### config.mk
export PLATFORM = sky130hd
export DESIGN_NAME = hot_mul
export DESIGN_NICKNAME = d
export VERILOG_FILES = /design/src/rtl/hot_mul.sv
export SDC_FILE = /design/constraint.sdc
export NUM_CORES = 2
export LEC_CHECK = 0
export ABC_AREA = 1
export BUFFER_PORTS_ARGS = -buffer_cell sky130_fd_sc_hd__buf_2
export CAP_MARGIN = 10
export CORE_MARGIN = 4
export CORE_UTILIZATION = 30
export DETAILED_ROUTE_END_ITERATION = 7
export MAX_ROUTING_LAYER = met4
export PLACE_DENSITY_LB_ADDON = 0.05
export SLEW_MARGIN = 20
export SYNTH_ARGS = -nofsm -noshare
export SYNTH_HDL_FRONTEND = slang
export SYNTH_SLANG_ARGS = --single-unit
### constraint.sdc
create_clock -name clk -period 13.7 [get_ports clk]
set_input_delay 2.74 -clock clk [delete_from_list [all_inputs] [get_ports clk]]
set_output_delay 2.74 -clock clk [all_outputs]
set_load 0.005 [all_outputs]
### src/rtl/hot_mul.sv
// hot_mul: shared signed multiplier with registered product
// no dependencies
`default_nettype none
module hot_mul #(
  parameter int MW = 34
) (
  input  wire logic                 clk,
  input  wire logic signed [MW-1:0] a,
  input  wire logic signed [MW-1:0] b,
  output logic signed [2*MW-1:0]    p
);

  always_ff @(posedge clk) begin
    p <= a * b;
  end

endmodule
`default_nettype wire

# Word level (Yosys, flattened, before mapping)

Cells that the tools add are included.

Flip-flop bits (word level): 68
Input bits: 69
Logic and storage cells: 2

$mul: 1

Operators with widths:

| operator                     | number |
|---|---|
| multiplier 34 x 34 -> 68 bit | 1 |

# Longest topological paths before layout

Word-level depth: 1
Depth in mapped cells: 35
Depth with buffers taken out: 33

# Worst setup path before layout

OpenSTA, ideal clock, no wires.

Kind: input-to-reg
Start: in a[33]
End: reg p[66]
Arrival: 9451 ps
Slack: 4137 ps
Stages on the path: 24
Path buffers: 2
Path through: clkbuf_1 > clkbuf_1 > nand2_1 > inv_1 > fa_1 > fa_1 > fa_1 > fa_1 > inv_1 > fa_1 > fa_1 > inv_1 > fa_1 > fa_1 > ha_1 > nand2_1 > nor2_1 > inv_1 > nor2_2 > nand2_1 > nor3_1 > nand2_2 > nand3_1 > nand2_1

Cells in the longest elaborated chain, start to end: 1

Ends and longest elaborated chain:

| item                         | RTL line | RTL |
|---|---|---|
| from (decl)                  | 8        | `input wire logic signed [MW-1:0] a,` |
| multiplier 34 x 34 -> 68 bit | 14       | `p <= a * b;` |
| to (signal assigned)         | 14       |  |
| to (decl)                    | 10       | `output logic signed [2*MW-1:0] p` |

Every way passes these cells.

# Worst setup path in the final report

Start: in a[33]
End: reg p[64]

The elaborated chain is that of the path after synthesis.

==> run_results.csv <==
group,metric,value,unit
global_route,grt_util_all_layers,21.2,%
route,drt.antenna.violating_nets,0,
cts,cts_root_buf,"clkbuf_16",
cts,cts_max_path_buffers,2,
cts,cts_buffers,9,
floorplan,start_util,30.3,%
synthesis,synth_top_area_share,53.7,%
route,routedWlPerCell,20.1,um
cts,tritoncts,"built",
synthesis,synth_top_area_cell,"fa_1",
critical_path,path_buf_inv,6,
cts,ctsResizeCount,0,
finish,nets,7427,
global_route,grt_pass1_vias,39200,
critical_path,worstPathArrival,10.49,ns
route,drt-pass1-iter-count,5,
synthesis,synth_top_family_by_area,"adder cells",
cts,ctsHoldBuffers,0,
synthesis,synth_edf_count,0,
min_path,min_path_cells,4,
run,cap_violations,0,
sta,period_needed,10.22,ns
route,wl,159000,um
global_route,grt_pass1_wl,249000,um
floorplan,dieArea,0.160,mm2
finish,final_cell_mix,"inv_1, nand2_1, fa_1",
critical_path,cp.required,13.97,ns
sta,worstMarginPinSlew,1.07,ns
synthesis,synth_ff_type,"dfxtp_1",
synthesis,seq_area_frac_synth,2.95,%
synthesis,muxShareOfSynthArea,0,%
sta,relSlewSlack,28.7,%
critical_path,critPathTopFamily,"adder cells",
global_route,gr-total-overflow,0,
place,place_hpwl,134000,um
synthesis,syn_area,0.0462,mm2
cts,post_cts_buffers,0,
synthesis,async_flop_share,0,%
sta,max_freq,97.8,MHz
sta,maxSlewViolCount,0,
synthesis,ys.warnings.count,0,
global_route,grt_max_degree,36,
synthesis,yosys.area_share.simple,16.6,%
route,via_per_inst,4.30,
floorplan,ios,137,
critical_path,worst_setup_path_start_kind,"input pin",
cts,clk_pin_slew,0.07,ns
cts,h-tree-depth,3,
place,io_buffers,136,
status,status,"completed",
synthesis,ys_seq_elements,68,
floorplan,coreArea,0.153,mm2
finish,largest_reg_flops,68,
global_route,antenna_found_initial,10,
finish,top_register,"p",
finish,stdcell_count,7953,
critical_path,path_cells,"buf_2, nand2_1, inv_1, fa_1, fa_1, fa_1, fa_1, buf_4, inv_1, fa_1, fa_1, inv_1, fa_1, fa_1, ha_1, nand2_1, nor2_1, inv_1, nor2_2, nand2_1, nor3_1, nand2_1, nand3_1, nand2_1",
finish,drive_gt1_share,4.70,%
cts,clock-sinks,68,
synthesis,synth.distinct_cells,32,
synthesis,synthCells,5972,
sta,min_period_over_period,74.6,%
synthesis,synth_xor_area_share,0.663,%
floorplan,rows,143,
sta,hold_violations,0,
min_path,hold_class,"input pin to flip-flop",
finish,syn_to_final_growth,6.52,%
place,dp_cells,7932,
sta,rsz0062_at_grt,"false",
finish,top_regs,"p (68)",
synthesis,syn_avg_cell_area,7.74,um2
critical_path,crit_path_max_fanout,34,
critical_path,critical_path_depth,24,
place,globalplace.congestion,0.900,
route,vias,34200,
critical_path,slowest_stage,"fa_1",
floorplan,fp.dieH,401,um
finish,final_common_cell,"inv_1",
floorplan,die_w,401,um
synthesis,synth_compound_area_share,1.13,%
sta,setup_violations,0,
critical_path,crit_top_cell,"fa_1",
route,drtIter0Drc,1632,
critical_path,crit_type,"input pin to flip-flop",
synthesis,synthTopCellsByArea,"fa_1, inv_1, nand2_1",
sta,tns,0,ns
critical_path,end_kind,"flip-flop",
critical_path,critPathMaxStageDelay,1.05,ns
synthesis,syn-num-nets,7486,
synthesis,synthAdderAreaFrac,59.3,%
route,drc,0,
-- worst min-delay path, stage by stage --
cell     delay [ns]
buf_2          0.09
buf_4          0.28
nand2_1        0.12
inv_1          0.04
-- cells by family (layout without fill, tap and decap cells) --
family / count (synthesis) / count (layout)
AO/OA/AOI/OAI: 95 / 95
XOR/XNOR: 35 / 35
adder cells (fa/ha/maj): 1445 / 1445
buffers and inverters: 2390 / 2336
flip-flops: 68 / 68
other: 0 / 5
AND/OR/NAND/NOR: 1939 / 1939
-- routing by layer --
metal	GRT usage, %	share of wire [%]
met1	26.4	43
met5	-	0
met4	3.63	1.9
met3	1.65	2.8
met2	38.2	52
-- metrics by stage --
step	cell area (um2)	hold slack, ns	util, %	worst slack (ns)
finish	49200	2.98	32.3	3.48
global route	49200	3.00	32.3	2.94
CTS	49200	2.99	32.3	3.40
detailed placement	48900	3.12	32.0	3.03
global placement	48900	3.12	32.0	3.07
floorplan	46200	3.02	-	4.14
-- cells in the mapped netlist, drive strengths merged (2+ instances only) --
| cell type | instances |
|---|---|
| a21oi | 63 |
| buf | 2 |
| clkbuf | 269 |
| dfxtp | 68 |
| fa | 1241 |
| ha | 204 |
| inv | 2119 |
| nand2 | 1683 |
| nand3 | 77 |
| nand3b | 3 |
| nand4 | 19 |
| nor2 | 124 |
| nor3 | 22 |
| o21ai | 19 |
| o21bai | 11 |
| or2 | 8 |
| xnor2 | 2 |
| xor2 | 33 |
-- final timing paths --
path	from	to	slack, ns
worst min-delay path	b[0]	p[0]	2.98
worst max-delay path	a[33]	p[64]	3.48
-- area by class of cell --
cell class | count | area [um2]
fill | 16500 | 103000
multi-input combinational | 3514 | 35900
inverter | 2119 | 7950
tap | 2030 | 2540
sequential | 68 | 1360
timing repair buffer | 201 | 1170
clock buffer | 9 | 225
clock inverter | 7 | 83.8
antenna | 5 | 12.5
Power is not shown: default switching activity piles up to over one toggle a cycle in this logic, so the estimate is an artifact.
