===== src/rtl/hot_pkg.sv =====
// hot_pkg: shared types and codes for the horizon occlusion test block
// used by hot_isqrt, hot_div and horizon_occlusion_test_top
`default_nettype none
package hot_pkg;

  // status of an iterative unit
  typedef struct packed {
    logic busy;
    logic done;
  } unit_sts_t;

  // sequencer states
  typedef enum logic [6:0] {
    ST_IDLE = 7'b0000001,
    ST_MUL  = 7'b0000010,
    ST_SQ1  = 7'b0000100,
    ST_DIV  = 7'b0001000,
    ST_HBSQ = 7'b0010000,
    ST_SQ2  = 7'b0100000,
    ST_FIN  = 7'b1000000
  } state_t;

  // multiplier operations, issued in this order
  typedef logic [3:0] op_t;
  localparam op_t OP_EXX = 4'd0;
  localparam op_t OP_EYY = 4'd1;
  localparam op_t OP_EZZ = 4'd2;
  localparam op_t OP_RQQ = 4'd3;
  localparam op_t OP_RR  = 4'd4;
  localparam op_t OP_DXX = 4'd5;
  localparam op_t OP_DYY = 4'd6;
  localparam op_t OP_DZZ = 4'd7;
  localparam op_t OP_EXD = 4'd8;
  localparam op_t OP_EYD = 4'd9;
  localparam op_t OP_EZD = 4'd10;
  localparam op_t OP_HB  = 4'd11;

  // register map
  localparam logic [1:0] REG_EYE_X  = 2'd0;
  localparam logic [1:0] REG_EYE_Y  = 2'd1;
  localparam logic [1:0] REG_EYE_Z  = 2'd2;
  localparam logic [1:0] REG_RADIUS = 2'd3;

endpackage
`default_nettype wire


===== src/rtl/hot_isqrt.sv =====
// hot_isqrt: iterative integer square root, one result bit per cycle
// depends on hot_pkg
`default_nettype none
module hot_isqrt #(
  parameter int N = 68
) (
  input  wire logic            clk,
  input  wire logic            rst,
  input  wire logic            start,
  input  wire logic [N-1:0]    rad,
  output logic [N/2-1:0]       root,
  output hot_pkg::unit_sts_t   sts
);

  localparam int R  = N / 2;
  localparam int CW = $clog2(R);

  logic [N-1:0]  x;
  logic [N-1:0]  res;
  logic [N-1:0]  one;
  logic [CW-1:0] cnt;
  logic [N-1:0]  sum;

  assign sum  = res + one;
  assign root = res[R-1:0];

  always_ff @(posedge clk) begin
    if (rst) begin
      sts <= '0;
    end else begin
      sts.done <= 1'b0;
      if (start) begin
        x        <= rad;
        res      <= '0;
        one      <= N'(1) << (N - 2);
        cnt      <= '0;
        sts.busy <= 1'b1;
      end else if (sts.busy) begin
        if (x >= sum) begin
          x   <= x - sum;
          res <= (res >> 1) + one;
        end else begin
          res <= res >> 1;
        end
        one <= one >> 2;
        cnt <= cnt + CW'(1);
        if (cnt == CW'(R - 1)) begin
          sts.busy <= 1'b0;
          sts.done <= 1'b1;
        end
      end
    end
  end

endmodule
`default_nettype wire


===== config.mk =====
export PLATFORM = sky130hd
export DESIGN_NAME = hot_isqrt
export DESIGN_NICKNAME = d
export VERILOG_FILES = /design/src/rtl/hot_pkg.sv /design/src/rtl/hot_isqrt.sv
export SDC_FILE = /design/constraint.sdc
export NUM_CORES = 1
export LEC_CHECK = 0
export BUFFER_PORTS_ARGS = -buffer_cell sky130_fd_sc_hd__clkbuf_2
export CAP_MARGIN = 30
export CORE_ASPECT_RATIO = 2
export CORE_MARGIN = 3
export CORE_UTILIZATION = 25
export DETAILED_ROUTE_END_ITERATION = 8
export PLACE_DENSITY = 0.47
export SLEW_MARGIN = 20
export SYNTH_ARGS = -nofsm -noshare
export SYNTH_HDL_FRONTEND = slang
export SYNTH_SLANG_ARGS = --single-unit

===== constraint.sdc =====
create_clock -name clk -period 7.9 [get_ports clk]
set_input_delay 1.58 -clock clk [delete_from_list [all_inputs] [get_ports clk]]
set_output_delay 1.58 -clock clk [all_outputs]
set_load 0.02 [all_outputs]

**Word level (Yosys, flattened, before mapping)**

Index checks and enable logic that the tools add are counted.
Widths: inputs -> output; s select.

- Latch bits: 0
- Memories kept: 0
- Flip-flop bits (word level): 178
- RAM bits: 0
- Input port bits: 71
- Output and inout bits: 36
- Memory bits (read-only): 0

- Add/sub/neg operators: 4
- Multipliers: 0
- Bitwise logic cells: 2
- Muxes and demuxes: 10
- Shifts and indexed selects: 0
- Reduce and logical (&&, ||, !) cells: 5
- Divide/modulo/power cells: 0
- Order comparisons: 1
- Equality and inequality tests: 1

Operators with widths:

| operator | count |
|---|---|
| $mux 68 | 5 |
| $add 67x67->68 | 1 |
| $add 68x67->68 | 1 |
| $ge 68x68->1 | 1 |
| $sub 68x68->68 | 1 |
| $mux 67 | 1 |
| $add 6x1->6 const B | 1 |
| $eq 6x6->1 const B | 1 |
| $mux 6 | 1 |
| $mux 2 | 2 |
| $reduce_bool 2->1 | 2 |
| $reduce_and 3->1 | 1 |
| $reduce_or 3->1 | 1 |
| $not 1->1 | 2 |
| $reduce_and 2->1 | 1 |
| $mux 1 | 1 |

**Logic depth before layout (Yosys ltp)**

- Depth after elaboration: 5
- Gate-level depth with buffers: 28

**Worst setup path after synthesis**

No wires, ideal clock.

- Path type: register to register
- Start point: register res[0]
- End point: register x[0], enable pin
- Cell stages (with the launch flop): 27
- Slack: -0.323 ns
- Data required time: 7.406 ns
- Period minus slack after synthesis: 8.223 ns
- Buffers on the path: 3
- Data arrival time: 7.729 ns
- Cell sequence: edfxtp_1 -> ha_1 -> ha_1 -> a211oi_1 -> o31ai_1 -> o2111ai_1 -> a22oi_1 -> a41o_1 -> a41o_1 -> o211ai_1 -> and2_1 -> nor2_1 -> o21ai_0 -> xor2_1 -> ha_1 -> clkbuf_1 -> nand4_1 -> nor4_1 -> nand3_1 -> o21ai_1 -> a21oi_1 -> or4b_1 -> o211a_1 -> buf_2 -> buf_1 -> nor2_1 -> nor2_1

- Cells in the longest elaborated chain, start to end: 4

RTL lines:

| what | RTL line | source |
|---|---|---|
| start: declaration | hot_isqrt.sv:19 | `logic [N-1:0] res;` |
| start signal: assignment | hot_isqrt.sv:41 | `res <= (res >> 1) + one;` |
| start signal: assignment | hot_isqrt.sv:43 | `res <= res >> 1;` |
| $add 68x67->68 | hot_isqrt.sv:24 | `assign sum = res + one;` |
| $ge 68x68->1 | hot_isqrt.sv:39 | `if (x >= sum) begin` |
| $reduce_bool 2->1 (no line) | n/a |  |
| $reduce_and 3->1 (no line) | n/a |  |
| end signal: assignment | hot_isqrt.sv:33 | `x <= rad;` |
| end signal: assignment | hot_isqrt.sv:40 | `x <= x - sum;` |
| end: declaration | hot_isqrt.sv:18 | `logic [N-1:0] x;` |

No other way between the ends.
A chain may end at the register's enable or synchronous reset.

**Worst setup path in the final report**

- Start point: register res[8]
- End point: register x[22], enable pin

The elaborated chain is that of the path after synthesis.

==> impl_metrics.yaml <==
synth:
  synth-edff-count: 176
  async_flop_share: 0
  netlist-cell-type-count: 77
  synth_cells: 1884
  synthesis.nets: 2096
  synth.cell_area_mm2: 0.0163
  synth-seq-cells: 178
  synth_commonest_cells: "nand2_1 (219), edfxtp_1 (176), nor2_1 (162)"
  syn_area_per_cell_um2: 8.65
  yosys.area.top_type: "edfxtp_1"
  synthMostInstantiatedCell: "nand2_1"
  synth_ff_type: "edfxtp_1"
  seq_area_frac_synth: 0.327
  yosys-top-cells-area: "edfxtp_1 (32%), ha_1 (11%), xor2_1 (5.4%), nand2_1 (5.0%), xnor2_1 (4.8%)"
  yosysTopAreaCellShare: 0.324
  ys_warn_count: 0
routing:
  met3_length_um: 2190
  dr_wl_met2_um: 31500
  vias: 14300
  remaining_drc_errors: 0
  dr.pass1.iters: 5
  drtAntennaViolNets: 0
  dr.max_layer_used: "met4"
  met1Wirelength_um: 19200
  finalWirelength_um: 56100
  wire_per_inst_um: 20.1
  drt_iter0_drc: 788
  via_per_inst: 5.13
clock_tree:
  cts_made_buffers: 17
  cts_buffer_depth: 2
  clk_pin_slew_worst_paths_ns: 0.08
  cts.sinks: 178
  cts-resized-gates: 0
  htreeDepth: 4
  cts_tree: "built"
  cts-root-buf: "clkbuf_16"
  postCtsHoldBufs: 0
  clock_latency_ns: 0.47
  postCtsSetupBuffers: 0
timing:
  hold_viol_final: 0
  worst_pin_slew_ns: 0.696
  fin_crit_sh: 0.868
  slew_headroom: 0.524
  fin_worst_skew_ns: 0.0198
  clock.fmax_mhz: 146
  slew_viol_final: 0
  hold_ws_ns: 0.541
  setup-tns-final_ns: 0
  rsz0062_at_grt: "false"
  final-setup-viol-count: 0
  min_period_ns: 6.86
setup_path:
  cp-end-kind: "register"
  cp-start-kind: "register"
  crit_fanout: 47
  path_delay_family: "compound AO/OA/AOI/OAI gates"
  arrival_ns: 7.02
  critPathKind: "register to register"
  crit_buf_inv: 1
  cp.required_ns: 8.06
  path_cells: "ha_1 -> nand4_1 -> o31ai_1 -> o2111ai_1 -> a22oi_1 -> a41o_1 -> a41o_1 -> o211ai_1 -> a211o_1 -> a21boi_0 -> xnor2_1 -> ha_1 -> nand4_1 -> nor4_1 -> nand3_1 -> o21ai_1 -> a21oi_1 -> or4b_1 -> o211a_4 -> nor2_1 -> nor2_4 -> buf_12"
  max_stage_delay_ns: 0.55
  cp_slowest_cell: "o211a_4"
layout:
  filler_cell_count: 7005
  fin_nets: 2126
  n_antenna_cell: 0
  drive_gt1_frac: 0.0919
  syn_to_final_growth_pct: 11.0
  design_area_mm2: 0.0181
  final_util: 0.282
grt:
  grt_max_degree: 154
  grt_pass1_wl_um: 86300
  grt_pass1_vias: 15000
  grt-ovfl-total: 0
  antenna_found_initial: 0
  track_usage: 0.162
die:
  die_w_um: 187
  placement_rows: 131
  start_util: 0.254
  core_region_area_mm2: 0.0643
  die-height_um: 367
  ios: 107
  dieArea_mm2: 0.0685
job:
  drv_cap: 0
run_status:
  status: "completed"
power_and_ir_drop:
  peakVddDrop_v: 0.000142
  p_total_mw: 4.58
  cellLeakagePower_nw: 6.90
  powerDensity_mw_per_mm2: 253
place:
  gp_congestion: 0.903
  postPlaceCellArea_mm2: 0.0175
  hpwlAfterDp_um: 45200
  portBuffers: 106
min_path:
  hp-class: "register to register"
layer usage:
layer	vias up	GRT usage
li1	6968	-
met1	6933	0.149
met2	325	0.327
met5	-	0
met4	0	0.0917
met3	100	0.0269
cells by family (layout without fill, tap and decap cells):
kind of cell / count (synthesis) / after routing / share of synthesized area
AO/OA/AOI/OAI: 559 / 559 / 0.222
XOR/XNOR: 191 / 191 / 0.103
adder cells (fa/ha/maj): 141 / 141 / 0.109
buffers and inverters: 143 / 185 / 0.0413
flip-flops: 178 / 178 / 0.327
multiplexers: 16 / 16 / 0.00990
AND/OR/NAND/NOR: 656 / 656 / 0.189
placed cells by master, fill, tap and decap left out, types with 15 or more instances in the layout:
cell type  synthesis  layout
nand2_1          219     219
edfxtp_1         176     176
nor2_1           162     161
o21ai_0          140     140
ha_1             140     140
a21oi_1          116     116
clkbuf_2           0     105
xor2_1           101     101
xnor2_1           90      90
nor2b_1           69      69
a31oi_1           62      62
a21o_1            58      58
nand3_1           42      42
nand4_1           38      38
nor3_1            38      38
inv_1             38      37
o21bai_1          32      32
a211oi_1          24      24
and2_1            21      21
and3_1            19      19
clkbuf_16          0      17
o21a_1            16      16
mux2i_1           15      15
path summary, 6_finish.rpt:
check,from,cells past startpoint,to,slack [ns]
max,res[8],22,x[22],1.04
min reg2reg,sts[1],1,sts[0],0.54
max reg2reg,res[8],22,x[22],1.04
min,sts[1],1,sts[0],0.54
state kept, by name, indices dropped and copies added, names as in the netlist:
signal and flops:
one 34, res 68, sts 2, cnt 6, x 68
cell type report:
cell class / instances / area [µm²] / area share
timing repair buffer: 116 / 666 / 0.0368
clock buffer: 18 / 429 / 0.0237
sequential: 178 / 5330 / 0.294
tap: 864 / 1080 / 0.0597
clock inverter: 13 / 135 / 0.00746
inverter: 38 / 145 / 0.00802
multi-input combinational: 1563 / 10300 / 0.570
stage by stage:
step / cells / setup WS, ns
2_1_floorplan: 1884 / 0.806
3_3_place_gp: 2757 / 1.21
3_5_place_dp: 2758 / 1.06
4_1_cts: 2789 / 1.02
5_1_grt: 2790 / 0.541
6_report: 2790 / 1.04
where the power goes:
| part | leakage (nW) | internal (mW) | switching, mW | total, mW |
|---|---|---|---|---|
| logic | 4.91 | 0.894 | 1.43 | 2.33 |
| clock network | 0.270 | 0.465 | 0.415 | 0.881 |
| registers | 1.71 | 1.23 | 0.144 | 1.37 |
Power figures use the tool's default switching activity.
