### src/rtl/hot_pkg.sv
// hot_pkg: shared types and codes for the horizon occlusion test block
// used by hot_isqrt, hot_div and horizon_occlusion_test_top
`default_nettype none
package hot_pkg;

  // status of an iterative unit
  typedef struct packed {
    logic busy;
    logic done;
  } unit_sts_t;

  // sequencer states
  typedef enum logic [6:0] {
    ST_IDLE = 7'b0000001,
    ST_MUL  = 7'b0000010,
    ST_SQ1  = 7'b0000100,
    ST_DIV  = 7'b0001000,
    ST_HBSQ = 7'b0010000,
    ST_SQ2  = 7'b0100000,
    ST_FIN  = 7'b1000000
  } state_t;

  // multiplier operations, issued in this order
  typedef logic [3:0] op_t;
  localparam op_t OP_EXX = 4'd0;
  localparam op_t OP_EYY = 4'd1;
  localparam op_t OP_EZZ = 4'd2;
  localparam op_t OP_RQQ = 4'd3;
  localparam op_t OP_RR  = 4'd4;
  localparam op_t OP_DXX = 4'd5;
  localparam op_t OP_DYY = 4'd6;
  localparam op_t OP_DZZ = 4'd7;
  localparam op_t OP_EXD = 4'd8;
  localparam op_t OP_EYD = 4'd9;
  localparam op_t OP_EZD = 4'd10;
  localparam op_t OP_HB  = 4'd11;

  // register map
  localparam logic [1:0] REG_EYE_X  = 2'd0;
  localparam logic [1:0] REG_EYE_Y  = 2'd1;
  localparam logic [1:0] REG_EYE_Z  = 2'd2;
  localparam logic [1:0] REG_RADIUS = 2'd3;

endpackage
`default_nettype wire

### src/rtl/hot_div.sv
// hot_div: restoring divider, one quotient bit per cycle
// depends on hot_pkg; numerator must be below den * 2^QW
`default_nettype none
module hot_div #(
  parameter int DVW = 34,
  parameter int QW  = 34
) (
  input  wire logic              clk,
  input  wire logic              rst,
  input  wire logic              start,
  input  wire logic [DVW+QW-1:0] num,
  input  wire logic [DVW-1:0]    den,
  output logic [QW-1:0]          quo,
  output hot_pkg::unit_sts_t     sts
);

  localparam int CW = $clog2(QW);

  logic [DVW-1:0] rem;
  logic [DVW-1:0] dreg;
  logic [CW-1:0]  cnt;
  logic [DVW:0]   trial;
  logic           ge;

  assign trial = {rem, quo[QW-1]};
  assign ge    = trial >= {1'b0, dreg};

  always_ff @(posedge clk) begin
    if (rst) begin
      sts <= '0;
    end else begin
      sts.done <= 1'b0;
      if (start) begin
        rem      <= num[DVW+QW-1:QW];
        quo      <= num[QW-1:0];
        dreg     <= den;
        cnt      <= '0;
        sts.busy <= 1'b1;
      end else if (sts.busy) begin
        rem <= ge ? DVW'(trial - {1'b0, dreg}) : trial[DVW-1:0];
        quo <= {quo[QW-2:0], ge};
        cnt <= cnt + CW'(1);
        if (cnt == CW'(QW - 1)) begin
          sts.busy <= 1'b0;
          sts.done <= 1'b1;
        end
      end
    end
  end

endmodule
`default_nettype wire
### config.mk
export PLATFORM = sky130hd
export DESIGN_NAME = hot_div
export DESIGN_NICKNAME = d
export VERILOG_FILES = /design/src/rtl/hot_pkg.sv /design/src/rtl/hot_div.sv
export SDC_FILE = /design/constraint.sdc
export NUM_CORES = 1
export LEC_CHECK = 0
export ABC_AREA = 1
export BUFFER_PORTS_ARGS = -buffer_cell sky130_fd_sc_hd__buf_2
export CAP_MARGIN = 20
export CORE_AREA = 2 2 98 137
export CTS_CLUSTER_SIZE = 14
export DETAILED_ROUTE_END_ITERATION = 10
export DIE_AREA = 0 0 100 139
export GPL_ROUTABILITY_DRIVEN = 0
export PLACE_DENSITY = 0.85
export REMOVE_ABC_BUFFERS = 1
export SLEW_MARGIN = 40
export SYNTH_ARGS = -nofsm -noshare
export SYNTH_HDL_FRONTEND = slang
export SYNTH_SLANG_ARGS = --single-unit
### constraint.sdc
create_clock -name clk -period 9.05 [get_ports clk]
set_input_delay 0 -clock clk [delete_from_list [all_inputs] [get_ports clk]]
set_output_delay 0 -clock clk [all_outputs]
set_load 0.02 [all_outputs]
# --- Word level (Yosys, flattened, before mapping) ---
# Cells that the tools add are included.
# W data, S select, Z words.
op_classes:
  n_addsub: 2
  magnitude_cmp: 1
  eq_ne: 1
  n_mux: 9
  bitwise: 2
  n_reduce_logical: 4
ops:
  columns: ["operator", "n"]
  rows:
  - ["$mux W34", 5]
  - ["$ge A35 B34 Y1", 1]
  - ["$sub A34 B34 Y34", 1]
  - ["$add A6 B1 Y6 const B", 1]
  - ["$eq A6 B6 Y1 const B", 1]
  - ["$mux W6", 1]
  - ["$mux W2", 2]
  - ["$reduce_and A2 Y1", 2]
  - ["$reduce_or A3 Y1", 1]
  - ["$not A1 Y1", 2]
  - ["$reduce_bool A2 Y1", 1]
  - ["$mux W1", 1]
totals:
  ff_bits: 110
  input_bits: 105
  out_inout_bits: 36
  wordCells: 25

# --- Longest topological paths before layout ---
depth:
  ltp_word: 4
  ltp_mapped: 18
  mapped_depth_nobuf: 17

# --- Worst setup path after synthesis ---
# OpenSTA, ideal clock, no wires.
synth_path:
  path_type: "reg-to-reg"
  startpoint: "register sts[1] (netlist name)"
  endpoint: "register cnt[0] (enable)"
  setup_time_ps: 533
  arrival_ps: 4160
  t_required_ps: 8517
  slack_ps: 4357
  path_stages_with_launch: 3
  path_buffers: 0
  synth_period_minus_slack_ps: 4693
  cell_sequence: "dfxtp_1 > inv_1 > a21oi_1"
synth_between:
  elab_chain_cells: 2
synth_rtl:
  columns: ["item", "line", "source"]
  rows:
  - ["start, declared", "hot_div.sv:14", "output hot_pkg::unit_sts_t sts"]
  - ["$reduce_bool A2 Y1 (no line)", null, null]
  - ["$reduce_and A2 Y1 (no line)", null, null]
  - ["end signal, assigned", "hot_div.sv:42", "cnt <= cnt + CW'(1);"]
  - ["end, declared", "hot_div.sv:21", "logic [CW-1:0] cnt;"]
# No other way between the ends.
# A chain may end at the register's enable or synchronous reset.

# --- Worst setup path in the final report ---
layout_path:
  startpoint: "register rem[25]"
  endpoint: "register rem[30], data pin"
layout_between:
  elab_chain_cells: 4
  elab_cells_between_ends: 5
  cone_classes: "add/sub: 1; order compare: 1; mux: 3"
layout_rtl:
  columns: ["item", "line", "source"]
  rows:
  - ["start, declared", "hot_div.sv:19", "logic [DVW-1:0] rem;"]
  - ["start signal, assigned", "hot_div.sv:34", "rem <= num[DVW+QW-1:QW];"]
  - ["start signal, assigned", "hot_div.sv:40", "rem <= ge ? DVW'(trial - {1'b0, dreg}) : trial[DVW-1:0];"]
  - ["$sub A34 B34 Y34 / $ge A35 B34 Y1 (equally long branches)", "hot_div.sv:40, hot_div.sv:26", null]
  - ["$mux W34 (*)", "hot_div.sv:40", null]
  - ["$mux W34 (*)", "hot_div.sv:39", "end else if (sts.busy) begin"]
  - ["$mux W34 (*)", "hot_div.sv:33", "if (start) begin"]
# Mark *: on every way between the ends. The rest lies on a longest branch, timed or not. The select of a mux whose other input is x is not followed.

==> run_results.csv <==
group,metric,value,unit
placed_design,dp_cells,1309,
timing,setup_viol,0,
global_routing,first_global_vias,7453,
timing,worst_slew_pin_slew,0.7955,ns
synth,yosysSeqAreaShare,43.49,%
clocking,tritoncts,"done",
power,pwr-share-comb,31.7,%
final_layout,regArea,3283,µm²
die,die_h,139,µm
die,start_util,59.20,%
power,power.internal,1.001,mW
clocking,htreeDepth,3,
power,power_density,156.1,nW/µm²
synth,synth_xor_area_share,1.972,%
synth,synth_compound_area_share,2.469,%
worst_setup_path,required,9.16,ns
timing,final.setup.tns,0,ns
global_routing,overflow,0,
timing,finalClockSkew,0.01170,ns
detailed_routing,wirelength,20560,µm
power,ir_worst_vdd,0.09900,mV
clocking,clk_pin_slew,0.08,ns
timing,rsz0062_at_grt,"false",
die,core_area,12750,µm²
detailed_routing,antenna_left,0,
worst_setup_path,critPathCaptureType,"flip-flop",
timing,slew_headroom,46.97,%
synth,yosys.area_share.simple,36.06,%
power,clockPowerShare,27.1,%
synth,synthAdderAreaFrac,6.231,%
final_layout,n_antenna_cell,0,
timing,hold_viol,0,
final_layout,area_delta_synth_final,29.48,%
synth,synth_seq_cells,110,
placed_design,port_buffers,140,
final_layout,final_common_cell,"nand2_1",
detailed_routing,via_per_inst,5.216,
final_layout,finalNonFillerCells,1429,
clocking,cts-resized-gates,0,
final_layout,multiInputGateArea,3547,µm²
synth,syn_avg_cell_area,7.309,µm²
worst_setup_path,crit_fanout,35,
detailed_routing,via_count,7454,
final_layout,drive_above_1_share,14.34,%
min_path,hold_path.class,"in2reg",
global_routing,grt_pass1_wl,33220,µm
synth,synth_edf_count,108,
timing,drv_slew,0,
status,status,"finished clean",
timing,clock.fmax,335.2,MHz
synth,async_reset_ff_share,0,%
detailed_routing,drtIter0Drc,591,
synth,synth_area,7550,µm²
synth,synth-main-ff-cell,"edfxtp_1",
die,ios,141,
synth,ys_types,34,
clocking,clock_sinks,110,
clocking,worstSkewPairLatency,0.36,ns
global_routing,antenna_found_initial,0,
clocking,cts_buffer_depth,2,
power,seq_power_share,41.3,%
placed_design,dp_hpwl,13340,µm
synth,ys_warn_count,0,
global_routing,grtUsageTotal,29.70,%
final_layout,nets,1413,
die,num_rows,49,
timing,fin_crit_sh,32.96,%
power,p_leak,5.120,nW
detailed_routing,wire_per_inst,14.39,µm
synth,netlist_instances,1033,
detailed_routing,route.detailed.drc,0,
final_layout,final_cell_mix,"nand2_1 (488), inv_1 (162), buf_2 (140), edfxtp_1 (108), dlygate4sd3_1 (103)",
synth,synth_mux_area_share,0,%
final_layout,num-fill-cells,932,
worst_setup_path,start_kind,"flip-flop",
die,dieArea,13900,µm²
clocking,clockRootBuffer,"clkbuf_16",
worst_setup_path,r2r_slack,6.07,ns
power,power,1.526,mW
power,swShare,34.39,%
worst_setup_path,worstPathArrival,3.10,ns
detailed_routing,firstDrtPassIters,6,
global_routing,grt_max_degree,75,
worst_setup_path,crit_type,"reg2reg",
synth,synth_top_family_by_area,"simple AND/OR/NAND/NOR gates",
power,p_switching,524.9,µW
die,die_w,100,µm
clocking,cts_inserted_buffers,9,
timing,post-route-min-period,2.983,ns
flow_run,cap_violations,0,
[cells by family (layout without fill, tap and decap cells)]
kind of cell / count (synthesis) / in the layout
buffers and inverters: 188 / 431
adder cells (fa/ha/maj): 37 / 37
AO/OA/AOI/OAI: 34 / 34
flip-flops: 110 / 110
XOR/XNOR: 17 / 17
AND/OR/NAND/NOR: 647 / 647
[power by group through the flow]
stage	clock network [mW]	logic [mW]	registers (mW)
finish	0.413	0.483	0.630
global route	0.435	0.541	0.633
CTS	0.414	0.468	0.629
detailed placement	0	0.430	0.640
global placement	0	0.419	0.639
floorplan	0	0.297	0.652
[synth_stat cells, types with 2 or more instances]
library cell / instances / area share [%]
nor3_1: 6 / 0.40
buf_2: 5 / 0.33
xor2_1: 3 / 0.35
nand3_1: 44 / 2.9
buf_6: 3 / 0.45
inv_1: 162 / 8.1
and3_1: 3 / 0.25
clkbuf_1: 12 / 0.60
nand3b_1: 37 / 3.7
xnor2_1: 14 / 1.6
inv_2: 3 / 0.15
o21ai_0: 7 / 0.46
nand2_1: 488 / 24
nand4_1: 2 / 0.17
nand2_2: 5 / 0.41
nor2_2: 3 / 0.25
nor4_1: 2 / 0.17
edfxtp_1: 108 / 43
nand2_4: 2 / 0.30
nor3_2: 2 / 0.27
a21oi_1: 24 / 1.6
nor2_1: 49 / 2.4
ha_1: 36 / 6.0
dfxtp_1: 2 / 0.53
buf_1: 2 / 0.099
[flip-flops by register name, indices dropped and copies added (netlist names)]
signal  cells
cnt         6
dreg       34
quo        34
rem        34
sts         2
[metal layers]
layer	GRT usage [%]	vias up	part of all wire, %
li1	-	3693	-
met5	0	-	0
met4	13.91	0	4.1
met3	4.385	65	6.0
met1	34.78	3384	38
met2	52.77	312	52
[critical path: stages (launching register included)]
cell and delay [ns]:
edfxtp_1 0.41, ha_1 0.37, a21oi_1 0.28, nand2_1 0.13, inv_1 0.06, nand2_1 0.04
a21oi_1 0.19, nand2_2 0.11, nand2_4 0.31, nand2_4 0.34, nand2_2 0.26, nand2_1 0.08
nand2_1 0.08, nand2_1 0.06
[layout make-up]
| cell class | count | area share (%) |
|---|---|---|
| Multi-Input combinational cell | 735 | 36.29 |
| Sequential cell | 110 | 33.59 |
| Timing Repair Buffer | 250 | 18.69 |
| Inverter | 165 | 6.336 |
| Clock buffer | 9 | 2.304 |
| Tap cell | 153 | 1.958 |
| Clock inverter | 7 | 0.8447 |
[path summary, 6_finish.rpt]
kind                           from                  to  cells after the start
hold reg to reg    quo[2]$_DFFE_PP_    quo[3]$_DFFE_PP_                      2
hold / removal              den[30]  dreg[30]$_DFFE_PP_                      2
setup reg to reg  rem[25]$_DFFE_PP_   rem[30]$_DFFE_PP_                     13
setup / recovery  rem[25]$_DFFE_PP_   rem[30]$_DFFE_PP_                     13
[metrics by stage]
step	utilization, %	hold slack [ns]	area, µm²	setup slack (ns)
after CTS	76.44	0.3466	9748	5.865
after floorplan	-	0.07638	7431	4.357
after detailed placement	65.94	0.1782	8409	5.880
final	76.66	0.3486	9776	6.067
after global placement	65.59	0.1764	8364	5.992
after global routing	76.66	0.3477	9776	5.832
[timing repair]
| action | in CTS | in global routing |
|---|---|---|
| hold buffers | 103 | 0 |
| setup buffers | 0 | 0 |
| hold endpoints to repair | 103 | 0 |
Power figures use the tool's default switching activity.
